File: config.mk
export PLATFORM = sky130hd
export DESIGN_NAME = mfb_ctrl
export DESIGN_NICKNAME = d
export VERILOG_FILES = /design/src/design/mfb_pkg.sv /design/src/design/mfb_ctrl.sv
export SDC_FILE = /design/constraint.sdc
export NUM_CORES = 1
export LEC_CHECK = 0
export BUFFER_PORTS_ARGS = -buffer_cell sky130_fd_sc_hd__buf_4
export CORE_AREA = 3 3 40 42
export DETAILED_ROUTE_END_ITERATION = 16
export DIE_AREA = 0 0 43 45
export GPL_ROUTABILITY_DRIVEN = 1
export HOLD_SLACK_MARGIN = 0.12
export PLACE_DENSITY = 0.34
export SLEW_MARGIN = 20
export SYNTH_ARGS = -nofsm -noshare
export SYNTH_HDL_FRONTEND = slang
export SYNTH_SLANG_ARGS = --single-unit
File: constraint.sdc
create_clock -name clock -period 1 [get_ports clock]
set_input_delay 0.1 -clock clock [delete_from_list [all_inputs] [get_ports clock]]
set_output_delay 0.1 -clock clock [all_outputs]
set_load 0.05 [all_outputs]
File: src/design/mfb_pkg.sv
`timescale 1ns / 1ps

package mfb_pkg;

   localparam int MAX_BINS         = 1024;
   localparam int MAX_FILTERS      = 64;
   localparam int WEIGHT_FRAC_BITS = 24;

   localparam int BIN_IDX_W    = $clog2(MAX_BINS);
   localparam int FILTER_IDX_W = $clog2(MAX_FILTERS);
   localparam int SEG_W        = 7;
   localparam int WEIGHT_W     = WEIGHT_FRAC_BITS;
   localparam int SAMPLE_W     = 24;
   localparam int PROD_W       = SAMPLE_W + WEIGHT_W;
   localparam int ENERGY_W     = 58;
   localparam int NF_W         = 7;
   localparam int NB_W         = 11;
   localparam int TAB_W        = SEG_W + 2 * WEIGHT_W;
   localparam int CSR_IDX_W    = 1;
   localparam int CSR_DATA_W   = NB_W;

   localparam logic [NF_W-1:0] NUM_FILTERS_RESET = NF_W'(40);
   localparam logic [NB_W-1:0] NUM_BINS_RESET    = NB_W'(512);

   localparam logic [CSR_IDX_W-1:0] CSR_NUM_FILTERS = 1'b0;
   localparam logic [CSR_IDX_W-1:0] CSR_NUM_BINS    = 1'b1;

   localparam logic REQ_LOAD   = 1'b0;
   localparam logic REQ_SAMPLE = 1'b1;

   typedef enum logic [2:0] {
      ST_IDLE,
      ST_TAB,
      ST_UP,
      ST_DN,
      ST_DR_RD,
      ST_DR_WAIT
   } state_type;

   typedef struct packed {
      logic ready;
      logic tab;
      logic up;
      logic dn;
      logic dr_rd;
      logic dr_wait;
   } ctrl_type;

   typedef struct packed {
      logic fire_sample;
      logic frame_end;
      logic k_active;
      logic k_final;
      logic out_free;
   } stat_type;

   function automatic logic [ENERGY_W-1:0] sat_add(input logic [ENERGY_W-1:0] s,
                                                   input logic [PROD_W-1:0] p);
      logic [ENERGY_W:0] t;
      t = {1'b0, s} + (ENERGY_W + 1)'(p);
      return t[ENERGY_W] ? {ENERGY_W{1'b1}} : t[ENERGY_W-1:0];
   endfunction

endpackage

File: src/design/mfb_ctrl.sv
`timescale 1ns / 1ps

module mfb_ctrl (
   input  logic              clock,
   input  logic              reset,
   input  mfb_pkg::stat_type stat,
   output mfb_pkg::ctrl_type ctrl
);

   mfb_pkg::state_type state_ff, state_in;

   always_ff @(posedge clock) begin
      if (reset) begin
         state_ff <= mfb_pkg::ST_IDLE;
      end else begin
         state_ff <= state_in;
      end
   end

   always_comb begin
      state_in = state_ff;
      case (state_ff)
         mfb_pkg::ST_IDLE: begin
            if (stat.fire_sample) begin
               state_in = mfb_pkg::ST_TAB;
            end
         end
         mfb_pkg::ST_TAB: begin
            state_in = mfb_pkg::ST_UP;
         end
         mfb_pkg::ST_UP: begin
            state_in = mfb_pkg::ST_DN;
         end
         mfb_pkg::ST_DN: begin
            state_in = stat.frame_end ? mfb_pkg::ST_DR_RD : mfb_pkg::ST_IDLE;
         end
         mfb_pkg::ST_DR_RD: begin
            if (stat.k_active) begin
               state_in = mfb_pkg::ST_DR_WAIT;
            end else if (stat.k_final) begin
               state_in = mfb_pkg::ST_IDLE;
            end
         end
         mfb_pkg::ST_DR_WAIT: begin
            if (stat.out_free) begin
               state_in = stat.k_final ? mfb_pkg::ST_IDLE : mfb_pkg::ST_DR_RD;
            end
         end
         default: begin
            state_in = mfb_pkg::ST_IDLE;
         end
      endcase
   end

   always_comb begin
      ctrl = '0;
      case (state_ff)
         mfb_pkg::ST_IDLE:    ctrl.ready   = 1'b1;
         mfb_pkg::ST_TAB:     ctrl.tab     = 1'b1;
         mfb_pkg::ST_UP:      ctrl.up      = 1'b1;
         mfb_pkg::ST_DN:      ctrl.dn      = 1'b1;
         mfb_pkg::ST_DR_RD:   ctrl.dr_rd   = 1'b1;
         mfb_pkg::ST_DR_WAIT: ctrl.dr_wait = 1'b1;
         default:             ctrl         = '0;
      endcase
   end

endmodule

======== After elaboration in Yosys (flattened, before gate mapping) ========
Index checks and enable logic that the tools add are counted.
operators by class
  equal/unequal tests ..................... 8
  mux-type cells .......................... 13
  reductions and logical operators ........ 2
operators with widths
  kind                                                 number
  2-to-1 mux 3 bit                                     6
  one-hot mux 3 bit (6 select lines)                   1
  equality test 3 x 2 -> 1 bit, second input constant  2
  equality test 3 bit, second input constant           2
  2-to-1 mux 1 bit                                     6
  inequality test 2 bit, second input constant         2
  equality test 3 x 1 -> 1 bit, second input constant  1
  logical NOT 3 bit                                    1
  inequality test 3 bit, second input constant         1
  AND reduction 3 bit                                  1
storage, ports and cells
  register bits ........................... 3
  input bits .............................. 7
  output and inout port bits .............. 6
  word-level logic and storage cells ...... 24

======== Longest topological paths before layout ========
  depth in word-level cells ............... 3
  gate-level depth with buffers ........... 3
  gate-level depth less buffers ........... 3

======== Worst setup path after synthesis ========
No wires, ideal clock.
  kind .................................... flip-flop to flip-flop
  from .................................... register state_ff[1]
  to ...................................... register state_ff[1]
  setup time .............................. 0.069 ns
  data arrival time ....................... 1.807 ns
  required time ........................... 0.931 ns
  setup slack ............................. -0.876 ns
  cell stages (with the launch flop) ...... 4
  path buffers ............................ 0
  clock period less this slack ............ 1.876 ns
  path through ............................ dfxtp_1 > nor3b_1 > nor2_1 > nor2_1
on the way
  word-level cells in the longest chain between the ends .. 3
  elaborated cells between the ends (all ways) .. 11
  those cells by class .................... eq/ne: 8; mux: 1; reduce/logical: 2
ends and longest elaborated chain
  element                                                                                 RTL line        source
  start, declared                                                                         mfb_ctrl.sv:10  mfb_pkg::state_type state_ff, state_in;
  start signal, assigned                                                                  mfb_ctrl.sv:14  state_ff <= mfb_pkg::ST_IDLE;
  start signal, assigned                                                                  mfb_ctrl.sv:16  state_ff <= state_in;
  equality test 3 bit / logical NOT 3 bit (equally long branches)                         mfb_ctrl.sv:22  case (state_ff)
  inequality test 3 bit (no source line) / inequality test 2 bit (equally long branches)  n/a
  AND reduction 3 bit (no source line)                                                    n/a
Several ways; a longest one is shown, not always the timed one.
A chain may end at the register's enable or synchronous reset.

==> metrics.md <==
| Metric | Value |
|---|---|
| Outcome | complete, but fails checks |
| Failing checks | negative setup slack |
| Critical path launch point | state_ff[1] |
| Number of global-route vias before repair | 271 |
| Max_slew headroom | about nine tenths |
| Largest net degree at the start of global routing | 6 |
| Buf/Inv on CP | 2 |
| Ratio of cells with drive above 1 in the final layout | just under 80% |
| Most frequent cells in the layout | buf_4, buf_6, nor2_1 |
| WHS Path Cells | 2 |
| Worst Setup Start Kind | flip-flop |
| Synth-to-layout area growth | 181% |
| Synth cell types | 12 |
| CP peak stage delay | between 300 and 400 ps |
| Leakage | about 0.21 nW |
| Hold Startpoint | stat[3] |
| DR vias/cell | just under 4 |
| Syn Inst Count | 22 |
| Combinational share of power | between 40% and 50% |
| Top cell type by total area after synthesis | dfxtp_1 |
| Commonest non-fill, non-tap cell in the layout | buf_4 |
| Max reg flops | 3 |
| Critical path's top delay family | flip-flops |
| GP Congestion | about 0.7 |
| Slowest-stage cell, CP | dfxtp_2 |
| Placed cell area | 359 um2 |
| Reg with most FFs | state_ff |
| Clk slew on worst S/H paths | ~30 ps |
| Initial DRC Count | 0 |
| Cell count of the worst reg-to-reg path | 4 |
| Clk_lat worst skew | between 200 and 250 ps |
| Endpoint class of the critical path | primary output |
| Die area | roughly 1900 um2 |
| Row cnt | 13 |
| Avg Synthesized Cell Area | approximately 8 um2 |
| Internal | a little under 0.0004 W |
| Crit-path cells | nand2b_2, buf_6, nor2_4, buf_6 |
| GRT Total Usage | just under 9% |
| First-pass GRT wire length | 1.19 mm |
| Worst min path class | in2reg |
| Total I/O pin count | 13 |
| Total wire length | between 600 and 700 um |
| RR Endpoint | state_ff[2] |
| Initial core utilization | between 10% and 20% |
| DRC Markers | 0 |
| Top cell type's share of synthesized area | 34.5% |
| Actual slew at the worst max-slew pin | around 170 ps |
| DRT Pass-1 Iters | 1 |
| Hold Crit Endpoint | state_ff[2] |
| Final period util | 119% |
| Reg2reg start | state_ff[1] |
| CP Data Required Time | roughly 900 ps |
| Routed via count | about 250 |
| TritonCTS clock tree | done |
| Seq pwr share | between 20% and 30% |
| Critical Path AT | approximately 1100 ps |
| IO Port Bufs | 12 |
| Crit path kind | reg2out |
| Remaining Overflow, GRT | 0 |
| Longest Clk Path Bufs | 2 |
| Core area | between 1000 and 1500 um2 |
| H-Tree Depth | 1 |
| #FFs+latches synth | 3 |
| Clock Skew | roughly 2.1 ps |
| RSZ-0062 raised after global routing | true |
| Switching pwr | ~0.00019 W |
| Root Buffer | clkbuf_4 |
| Top cells by area, synth | dfxtp_1, nor2_1, nor3b_1, nor3b_2, a32o_1 |
| Setup ws final | -186 ps |
| Worst hold slack | roughly 140 ps |
| CP max FO | 3 |
| Post-Place Setup Slack | approximately 0.48 ps |
| Chip width | 43 um |
| Die height | ~45 um |
| Fin area | between 400 and 500 um2 |
| Clock sink count | 3 |
| Layout Nets | 55 |
| Initial antenna violation count | 0 |
| Post-Synthesis Net Count | 29 |
| Share of the yosys chip area belonging to registers | about a third |
| Antenna Nets Post-Route | 0 |
| Total Power | around 0.00058 W |
| Sw Ratio | approximately 32% |
| PwrDens | ~1200 nW/um2 |
| Yosys warns | 0 |
| Pins Over Slew Limit | 0 |
| R2R setup slack | -80 ps |
| Final hold vios | 0 |
| Ant. Diodes | 0 |
| Clock Power Share | 35.4% |
| Critical Path Stages | 4 |
| WL/cell | roughly 11 um |
| CTS buffer count | 3 |
| Min cycle time layout | about 1200 ps |
| Largest registers | state_ff x3 |
| VDD IR max | 647 uV |
| Cell Area, Synth | 174 um2 |
| Max Clk Rate | about 840 MHz |
| Max_cap viols | 0 |
| CP dominant cell by count | buf_6 |
| Final setup fails | 8 |
==> area by class of cell <==
cell class | count | area [um2]
repair buffers | 21 | 201
flip-flops and latches | 3 | 66.3
fillers | 145 | 796
inverters | 2 | 10.0
multi-input cells | 17 | 166
well taps | 15 | 18.8
clock buffers | 4 | 26.3
==> power by group through the flow <==
stage	Clock (W)	Sequential (W)	Combinational, W
2_1_floorplan	0	0.000150	0.000111
3_3_place_gp	0	0.000146	0.000182
3_5_place_dp	0	0.000146	0.000181
4_1_cts	0.000221	0.000142	0.000217
5_1_grt	0.000249	0.000144	0.000250
6_report	0.000206	0.000143	0.000235
==> layer usage <==
| layer | part of all wire (%) | up-vias | track usage [%] |
|---|---|---|---|
| li1 | - | 128 | - |
| met1 | 37 | 111 | 8.13 |
| met2 | 58 | 6 | 15.3 |
| met3 | 4.6 | 0 | 3.19 |
| met4 | 0 | 0 | 7.23 |
| met5 | 0 | - | 0 |
==> cell usage after synthesis <==
| cell | number |
|---|---|
| inv_1 | 2 |
| nor3_1 | 1 |
| o32a_1 | 1 |
| dfxtp_1 | 3 |
| and2_1 | 1 |
| o21bai_1 | 1 |
| nor3b_2 | 1 |
| nand2b_2 | 1 |
| a32o_1 | 1 |
| nor3b_1 | 2 |
| nor2_1 | 7 |
| o21ai_0 | 1 |
==> cell families (layout without fill, tap and decap cells) <==
family,count (synthesis),in the layout,synth area share (%)
compound gates,4,4,18.7
buf+inv,2,27,4.32
flops,3,3,34.5
simple gates,13,13,42.4
==> repair_timing <==
| action | 4_1_cts | 5_1_grt |
|---|---|---|
| resized for setup | 14 | 5 |
| hold buffers | 1 | 0 |
| pin swaps | 3 | 3 |
| hold endpoints to repair | 2 | 0 |
| cloned | 0 | 0 |
| setup endpoints to repair | 6 | 8 |
| buffers inserted | 2 | 3 |
==> stage by stage <==
| stage | setup TNS [ps] | instances | util [%] |
|---|---|---|---|
| finish | -1130 | 62 | 38.1 |
| global route | -1630 | 62 | 38.1 |
| CTS | -1220 | 60 | 35.8 |
| detailed placement | 0 | 53 | 27.9 |
| global placement | -6.23 | 53 | 27.9 |
| floorplan | -1340 | 22 | - |
==> worst max path at each step <==
stage	to	slack (ps)
2_1_floorplan	state_ff[2]	-250
3_3_place_gp	state_ff[2]	-6
3_5_place_dp	ctrl[3]	0.5
4_1_cts	ctrl[4]	-190
5_1_grt	ctrl[0]	-240
6_report	ctrl[0]	-190
(Power assumes the default switching activity.)
