--- src/design/mfb_ram.sv ---
`timescale 1ns / 1ps

module mfb_ram #(
   parameter int WIDTH = 8,
   parameter int DEPTH = 16
) (
   input  logic                     clock,
   input  logic                     we,
   input  logic [$clog2(DEPTH)-1:0] waddr,
   input  logic [WIDTH-1:0]         wdata,
   input  logic                     re,
   input  logic [$clog2(DEPTH)-1:0] raddr,
   output logic [WIDTH-1:0]         rdata
);

   logic [WIDTH-1:0] mem_ff [DEPTH];
   logic [WIDTH-1:0] rdata_ff;

   always_ff @(posedge clock) begin
      if (we) begin
         mem_ff[waddr] <= wdata;
      end
      if (re) begin
         rdata_ff <= mem_ff[raddr];
      end
   end

   assign rdata = rdata_ff;

endmodule

--- config.mk ---
export PLATFORM = sky130hd
export DESIGN_NAME = mfb_ram
export DESIGN_NICKNAME = d
export VERILOG_FILES = /design/src/design/mfb_ram.sv
export SDC_FILE = /design/constraint.sdc
export NUM_CORES = 1
export LEC_CHECK = 0
export BUFFER_PORTS_ARGS = -buffer_cell sky130_fd_sc_hd__buf_2
export CORE_MARGIN = 2
export CORE_UTILIZATION = 55
export CTS_BUF_LIST = sky130_fd_sc_hd__clkbuf_2 sky130_fd_sc_hd__clkbuf_4 sky130_fd_sc_hd__clkbuf_8
export DETAILED_ROUTE_END_ITERATION = 8
export GPL_TIMING_DRIVEN = 0
export PLACE_DENSITY = 0.84
export SYNTH_ARGS = -nofsm -noshare
export SYNTH_HDL_FRONTEND = slang
export SYNTH_SLANG_ARGS = --single-unit
--- constraint.sdc ---
create_clock -name clock -period 2.5 [get_ports clock]
set_input_delay 0.75 -clock clock [delete_from_list [all_inputs] [get_ports clock]]
set_output_delay 0.75 -clock clock [all_outputs]
set_load 0.05 [all_outputs]
; Word-level counts from Yosys, hierarchy flattened
; Memories as Yosys holds them, arrays and structs flattened. A register that Yosys moved wholly into a read port is not among the register bits.
; Cells that the tools add are included.
[op_classes]
mux = 2
[op_table]
columns = op, n
row1 = two-way mux 1 bit, 2
[totals]
regBits = 0
ramBits = 128
input_bits = 19
out_inout_bits = 8
elab_cells = 3
mem_count = 1
[memory_table]
columns = memory, depth, word_bits, read_ports, rd_clocked_by_memory_dff, wr, line_no
row1 = mem_ff, 16, 8, 1, 1, 1, 16  ; logic [WIDTH-1:0] mem_ff [DEPTH];

; Logic depth before layout (Yosys ltp)
; Gate-level depths: netlist of the first run.
[logic_depth]
depth_word = 2
mapped_depth = 5
depth_no_buf = 3

; Worst setup path before layout of the first run
; OpenSTA, ideal clock, no wires.
[synth_path]
kind = in2reg
startpoint = in waddr[2]
endpoint = mem mem_ff[0][0], enable pin
setup_time_ps = 383
arrival_ps = 1860
required_ps = 2117
slack_ps = 257
path_stages = 2
path_buffers = 0
cell_sequence = or3b_2 -> nor3_1
[synth_lines]
columns = item, line_no
row1 = from (decl), 9  ; input logic [$clog2(DEPTH)-1:0] waddr,
row2 = to (decl), 16
; No word-level cell before the write port.

; Worst setup path in the final report of the first run
[layout_path]
startpoint = in waddr[2]
endpoint = mem mem_ff[0][6], enable pin
; No word-level cell before the write port.

==> qor.tcl, run 1 <==
set qor(status) {finished clean}
set qor(dieArea_um2) 10300
set qor(grt_max_degree) 17
set qor(global_route_wire_length_before_repair_um) 14400
set qor(syn-num-nets) 248
set qor(vias_in_the_first_global_route) 2458
set qor(num-fill-cells) 591
set qor(powerDensity_nw_per_um2) 795
set qor(post_cts_resized) 0
set qor(floorplan.die.height_um) 101
set qor(synthTopCellsByArea) {sky130_fd_sc_hd__edfxtp_1 78%, sky130_fd_sc_hd__mux4_2 7.8%, sky130_fd_sc_hd__mux4_1 7.0%}
set qor(grt_residual_overflow) 0
set qor(max-slew-margin-rel_pct) 14.9
set qor(tritoncts) {yes}
set qor(multi_input_comb_area_um2) 1060
set qor(cts_buffers) 17
set qor(asyncSetResetFlopFracSynth_pct) 0
set qor(firstDrtPassIters) 5
set qor(clock_sink_count) 136
set qor(num_io_pins) 27
set qor(cp_max_fo) 5
set qor(cts_hold_repair.buffers) 0
set qor(timing.hold.worst.class) {in2reg}
set qor(mapped_cell_area_um2) 5230
set qor(route.detailed.wl_per_inst_um) 22.9
set qor(largest_vdd_supply_drop_mv) 0.396
set qor(finalWeightedCongestion) 0.735
set qor(io_buffers) 25
set qor(finalSetupTns_ps) 0
set qor(setup.worst_path.class) {in2reg}
set qor(tightestPinTransition_ps) 1270
set qor(fin_worst_skew_ps) 5.97
set qor(placedInstanceArea_um2) 5510
set qor(crit_path_start_kind) {primary input}
set qor(layoutNonFillerInstCount) 415
set qor(postLayoutCellArea_um2) 5940
set qor(placed_cells) 383
set qor(synth_flop_cell) {sky130_fd_sc_hd__edfxtp_1}
set qor(yosysUniqueCellTypes) 18
set qor(layout.area.seq_um2) 4080
set qor(number_of_antenna_violations_at_the_first_check_in_global_routing) 0
set qor(finalCriticalPeriod_ps) 2100
set qor(finalHoldViolations) 0
set qor(drt_iter0_markers) 321
set qor(hold-worst-slack_ps) 670
set qor(max_cap_viol_count) 0
set qor(design.core.area_um2) 9240
set qor(die_width_um) 101
set qor(ys_seq_elements) 136
set qor(p_leak_nw) 1.97
set qor(hpwl_um) 6160
set qor(synth-seq-area-share_pct) 78.1
set qor(synth_top_area_cell) {sky130_fd_sc_hd__edfxtp_1}
set qor(clockBufferDepth) 2
set qor(rsz_0062_raised_after_global_routing) {no}
set qor(critPathRequiredTime_ps) 2620
set qor(cts-htree-levels) 4
set qor(timing.final.crit_share_pct) 84.0
set qor(number_of_vias_per_cell_after_detailed_routing) 5.87
set qor(synthesis.instances) 229
set qor(design.final.nets) 293
set qor(placement_rows) 35
set qor(fraction_of_the_core_area_covered_by_cells_at_the_end_of_the_flow_pct) 64.3
set qor(grtUsageTotal_pct) 20.7
set qor(synth_top_area_share_pct) 78.1
set qor(floorplan.initialDensity_pct) 56.6
set qor(area.growth.synth_to_final_pct) 13.6
set qor(wl_um) 9510
set qor(cts.clk_slew.worst_paths_ps) 70
set qor(timing.fmax_mhz) 476
set qor(slew_viol_final) 0
set qor(synth_edf_count) 136
set qor(cp-end-kind) {flip-flop}
set qor(cts_root_buf) {sky130_fd_sc_hd__clkbuf_8}
set qor(ys.warnings.count) 0
set qor(vias) 2434
set qor(finalSetupViolCount) 0
set qor(detail_route.drc_violations) 0
set qor(fraction_of_final_layout_cells_with_drive_strength_greater_than_1_pct) 29.7
set qor(avgSynthCellArea_um2) 22.8
set qor(post-cts-setup-buffer-count) 0
set qor(antennaDiodeCount) 0
set qor(insertion_delay_ps) 420
set qor(cp_data_arrival_time_ps) 2220
set qor(drt.antenna.violating_nets) 0
## metal layers
layer,vias up,part of all wire [%],global-route usage (%)
met1,1223,41,29.5
met2,134,48,31.0
met3,5,10,5.59
met4,0,0.77,8.42
met5,-,0,0
li1,1072,-,-
## cells by family (layout without fill, tap and decap cells)
logic type	Yosys count	after routing	synth area share [%]
compound gates	16	16	2.30
buf+inv	10	67	1.65
flops	136	136	78.1
mux	32	32	14.8
simple gates	35	35	3.14
## stage by stage
step	power (W)	setup WS (ps)
after floorplan	0.00280	257
after global placement	0.00289	-245
after detailed placement	0.00291	-393
after CTS	0.00475	57.2
after global routing	0.00486	322
final	0.00472	400
## state kept, by name (all words and copies together), names as in the netlist
name,count
mem_ff,128
rdata,8
## area by class of cell
type | instances | area share, %
plain buffers | 10 | 1.45
clock buffers | 18 | 4.06
clock inverters | 13 | 3.03
multi-input cells | 83 | 17.8
flip-flops and latches | 136 | 68.7
well taps | 129 | 2.72
repair buffers | 26 | 2.19
## synthesized netlist by cell type, types with 2 or more instances
master                              n
sky130_fd_sc_hd__a22oi_1           16
sky130_fd_sc_hd__nand2_1            9
sky130_fd_sc_hd__mux4_2            18
sky130_fd_sc_hd__nand3b_1           2
sky130_fd_sc_hd__edfxtp_1         136
sky130_fd_sc_hd__clkdlybuf4s25_2    3
sky130_fd_sc_hd__nor2_1            13
sky130_fd_sc_hd__nand2b_1           2
sky130_fd_sc_hd__nor3_1             4
sky130_fd_sc_hd__mux4_1            14
sky130_fd_sc_hd__buf_2              3
sky130_fd_sc_hd__buf_6              3
## worst max-delay path, stage by stage
cell and delay, ps:
sky130_fd_sc_hd__buf_2 110, sky130_fd_sc_hd__or3b_2 530, sky130_fd_sc_hd__nor3_1 510, sky130_fd_sc_hd__buf_2 310
## layout by cell type (no fill, tap or decap), drive strengths merged, types with 3 or more instances in the layout
cell	instances
clkdlybuf4s25	3
nand2	9
nor2	13
a22oi	16
buf	33
clkbuf	18
nor3	4
bufinv	4
edfxtp	136
clkinv	7
mux4	32
## where the power goes
| group | internal (W) | switching, W | total, W |
|---|---|---|---|
| Combinational | 0.0000993 | 0.000177 | 0.000276 |
| Clock | 0.00109 | 0.000781 | 0.00187 |
| Sequential | 0.00257 | 0.0000111 | 0.00258 |
## path summary, 6_finish.rpt
path | startpoint | end | slack [ps] | cells after the start
max | waddr[2] | mem_ff[0][6] | 400 | 4
min | re | rdata[4] | 670 | 1
max reg2reg | mem_ff[5][3] | rdata[3] | 950 | 3
min reg2reg | mem_ff[11][6] | rdata[6] | 780 | 3
No activity file was read; power rests on OpenSTA's default activity.
==> inputs of run 2 (changes only) <==
==> constraint.sdc (replaced) <==
create_clock -name clock -period 2 [get_ports clock]
set_input_delay 0.6 -clock clock [delete_from_list [all_inputs] [get_ports clock]]
set_output_delay 0.6 -clock clock [all_outputs]
set_load 0.05 [all_outputs]
==> run 2 against run 1 <==
Net effect: routed wire length grew 2.6%; first-iteration DRC count grew 1.2%; cell area grew 0.48%; utilization grew 0.31 points; global-route usage grew 0.070 points; count of clock-buffer cells in the layout shrank 1; combinational power grew 27%; critical endpoint is now mem_ff[3][4]; largest power group unchanged.
==> qor.tcl, run 2 (synthesis results as in run 1) <==
set qor(worstRegToRegCells) 3 ;# unchanged
set qor(critical_path.cell_chain) {buf_2 > or3b_2 > nor2_1}
set qor(drt.antenna.violating_nets) 0 ;# unchanged
set qor(timing.hold.worst.class) {in2reg}
set qor(rsz_0062_raised_after_global_routing) {no}
set qor(clock_sink_count) 136 ;# unchanged
set qor(placement_rows) 35 ;# unchanged
set qor(met2WireLength_um) 4840 ;# +5.1%
set qor(insertion_delay_ps) 420 ;# about the same
set qor(finalWeightedCongestion) 0.714 ;# -2.9%
set qor(hold-path-endpoint) {rdata[6]}
set qor(min_delay_path_depth) 1 ;# unchanged
set qor(cts_buffers) 17 ;# unchanged
set qor(route.detailed.wl_per_inst_um) 23.5 ;# +2.6%
set qor(post-cts-setup-buffer-count) 0 ;# unchanged
set qor(clockBufferDepth) 2 ;# unchanged
set qor(max_cap_viol_count) 0 ;# unchanged
set qor(setup.worst_path.class) {in2reg}
set qor(fin_worst_skew_ps) 7.74 ;# +1.77 ps
set qor(slew_viol_final) 0 ;# unchanged
set qor(floorplan.die.height_um) 101 ;# unchanged
set qor(max-slew-margin-rel_pct) 21.5 ;# +6.7 points
set qor(number_of_flip_flops_under_the_largest_register_name) 128 ;# unchanged
set qor(largest_vdd_supply_drop_mv) 0.739 ;# +87%
set qor(powerDensity_nw_per_um2) 1010 ;# +27%
set qor(finalCriticalPeriod_ps) 1870
set qor(cts.clk_slew.worst_paths_ps) 70 ;# about the same
set qor(area.growth.synth_to_final_pct) 14.2
set qor(drt-met1-wl_um) 3970 ;# +2.3%
set qor(p_leak_nw) 1.98 ;# +0.47%
set qor(die_width_um) 101 ;# unchanged
set qor(vias) 2522 ;# +3.6%
set qor(antennaDiodeCount) 0 ;# unchanged
set qor(drt_iter0_markers) 325 ;# +1.2%
set qor(mostFrequentLayoutCell) {sky130_fd_sc_hd__edfxtp_1}
set qor(status) {finished clean}
set qor(placed_cells) 383 ;# unchanged
set qor(cts-htree-levels) 4 ;# unchanged
set qor(design.final.nets) 292 ;# -0.34%
set qor(num-fill-cells) 589 ;# -0.34%
set qor(top_layer_used) {met4}
set qor(critical_path.slowest_cell) {sky130_fd_sc_hd__nor2_1}
set qor(number_of_antenna_violations_at_the_first_check_in_global_routing) 0 ;# unchanged
set qor(timing.rr.end) {rdata[0]}
set qor(cp_slowest_stage_delay_ps) 650 ;# +120 ps
set qor(detail_route.drc_violations) 0 ;# unchanged
set qor(vias_in_the_first_global_route) 2523 ;# +2.6%
set qor(most-common-layout-cells) {136 x sky130_fd_sc_hd__edfxtp_1, 28 x sky130_fd_sc_hd__buf_2, 18 x sky130_fd_sc_hd__mux4_2, 17 x sky130_fd_sc_hd__clkbuf_8, 16 x sky130_fd_sc_hd__a22oi_1}
set qor(tightestPinTransition_ps) 1170 ;# -99.2 ps
set qor(min_from) {re}
set qor(finalHoldViolations) 0 ;# unchanged
set qor(fraction_of_final_layout_cells_with_drive_strength_greater_than_1_pct) 30.4 ;# +0.70 points
set qor(floorplan.initialDensity_pct) 56.6 ;# unchanged
set qor(finalWorstSetupSlack_ps) 132 ;# -268 ps
set qor(wl_met3_um) 767 ;# -20%
set qor(hold-worst-slack_ps) 503 ;# -167 ps
set qor(tritoncts) {yes}
set qor(regToRegStartpoint) {mem_ff[6][0]}
set qor(cp-end-kind) {flip-flop}
set qor(design.core.area_um2) 9240 ;# unchanged
set qor(firstDrtPassIters) 5 ;# unchanged
set qor(io_buffers) 25 ;# unchanged
set qor(dieArea_um2) 10300 ;# unchanged
set qor(layoutNonFillerInstCount) 415 ;# unchanged
set qor(grt_residual_overflow) 0 ;# unchanged
set qor(cp_max_fo) 8 ;# +3
set qor(largest_register) {mem_ff}
set qor(totalPowerFinal_w) 0.00603 ;# +28%
set qor(finalSetupViolCount) 0 ;# unchanged
set qor(hpwl_um) 6140 ;# -0.39%
set qor(wl_um) 9760 ;# +2.6%
set qor(grt_max_degree) 17 ;# unchanged
set qor(timing.fmax_mhz) 535
set qor(fraction_of_the_core_area_covered_by_cells_at_the_end_of_the_flow_pct) 64.6 ;# +0.31 points
set qor(number_of_vias_per_cell_after_detailed_routing) 6.08 ;# +3.6%
set qor(timing.final.crit_share_pct) 93.4
set qor(global_route_wire_length_before_repair_um) 14500 ;# +0.71%
set qor(num_io_pins) 27 ;# unchanged
set qor(grtUsageTotal_pct) 20.8 ;# +0.070 points
set qor(critPathRequiredTime_ps) 2050 ;# -570 ps
set qor(detailedPlace.worstSlack_ps) -404 ;# -11.7 ps
set qor(cp_data_arrival_time_ps) 1920 ;# -300 ps
set qor(crit_path_start_kind) {primary input}
set qor(cts_root_buf) {sky130_fd_sc_hd__clkbuf_8}
set qor(setup_slack_of_the_worst_register_to_register_path_ps) 430 ;# -520 ps
-- run 2: changes by cell type in the layout (fill, tap and decap cells not counted) --
cell and change:
sky130_fd_sc_hd__clkbuf_4 -1, sky130_fd_sc_hd__nor3_1 -3, sky130_fd_sc_hd__clkinv_1 +1, sky130_fd_sc_hd__buf_2 -1
sky130_fd_sc_hd__bufinv_16 +1, sky130_fd_sc_hd__clkinv_4 -3, sky130_fd_sc_hd__clkinv_2 +2, sky130_fd_sc_hd__nor3_2 +3
sky130_fd_sc_hd__inv_6 +1
-- run 2: power by group --
part           leakage, nW  internal (W)  switching (W)
sequential            1.24       0.00321      0.0000147
clock                0.220       0.00147       0.000990
combinational        0.521      0.000124       0.000225
-- run 2: layer usage --
layer  vias to the layer above  GRT usage, %
li1                       1070             -
met1                      1285          28.9
met2                       149          31.6
met3                        18          5.94
met4                         0          8.52
met5                         -             0
-- run 2: layout make-up --
cell class / instances / area, um2 / area share [%]
repair buffers: 25 / 125 / 2.10
well taps: 129 / 161 / 2.70
plain buffers: 10 / 86.3 / 1.45
multi-input cells: 83 / 1070 / 18.0
clock inverters: 15 / 206 / 3.46
clock buffers: 17 / 234 / 3.92
flip-flops and latches: 136 / 4080 / 68.4
-- run 2: stage by stage --
step | setup TNS [ps] | area, um2
global placement | -14070 | 5520
CTS | 0 | 5960
global route | 0 | 5970
floorplan | 0 | 5230
detailed placement | -18570 | 5520
finish | 0 | 5970
-- run 2: worst max-delay path by stage --
stage,from,end,slack [ps]
finish,waddr[2],mem_ff[3][4],130
global route,waddr[2],mem_ff[2][3],80
global placement,waddr[2],mem_ff[8][3],-340
floorplan,raddr[0],rdata[1],120
detailed placement,waddr[2],mem_ff[8][3],-400
CTS,waddr[2],mem_ff[8][4],50
-- run 2: worst max-delay path: cells and delay by family --
kind	cells	cell delay, ps
simple gates	2	1210
buf+inv	1	110
-- run 2: what timing repair did --
| item | 4_1_cts | 5_1_grt |
|---|---|---|
| endpoints found under the setup margin | 0 | 16 |
| hold buffers | 0 | 0 |
| endpoints found under the hold margin | 0 | 0 |
| gates resized for setup | 0 | 2 |
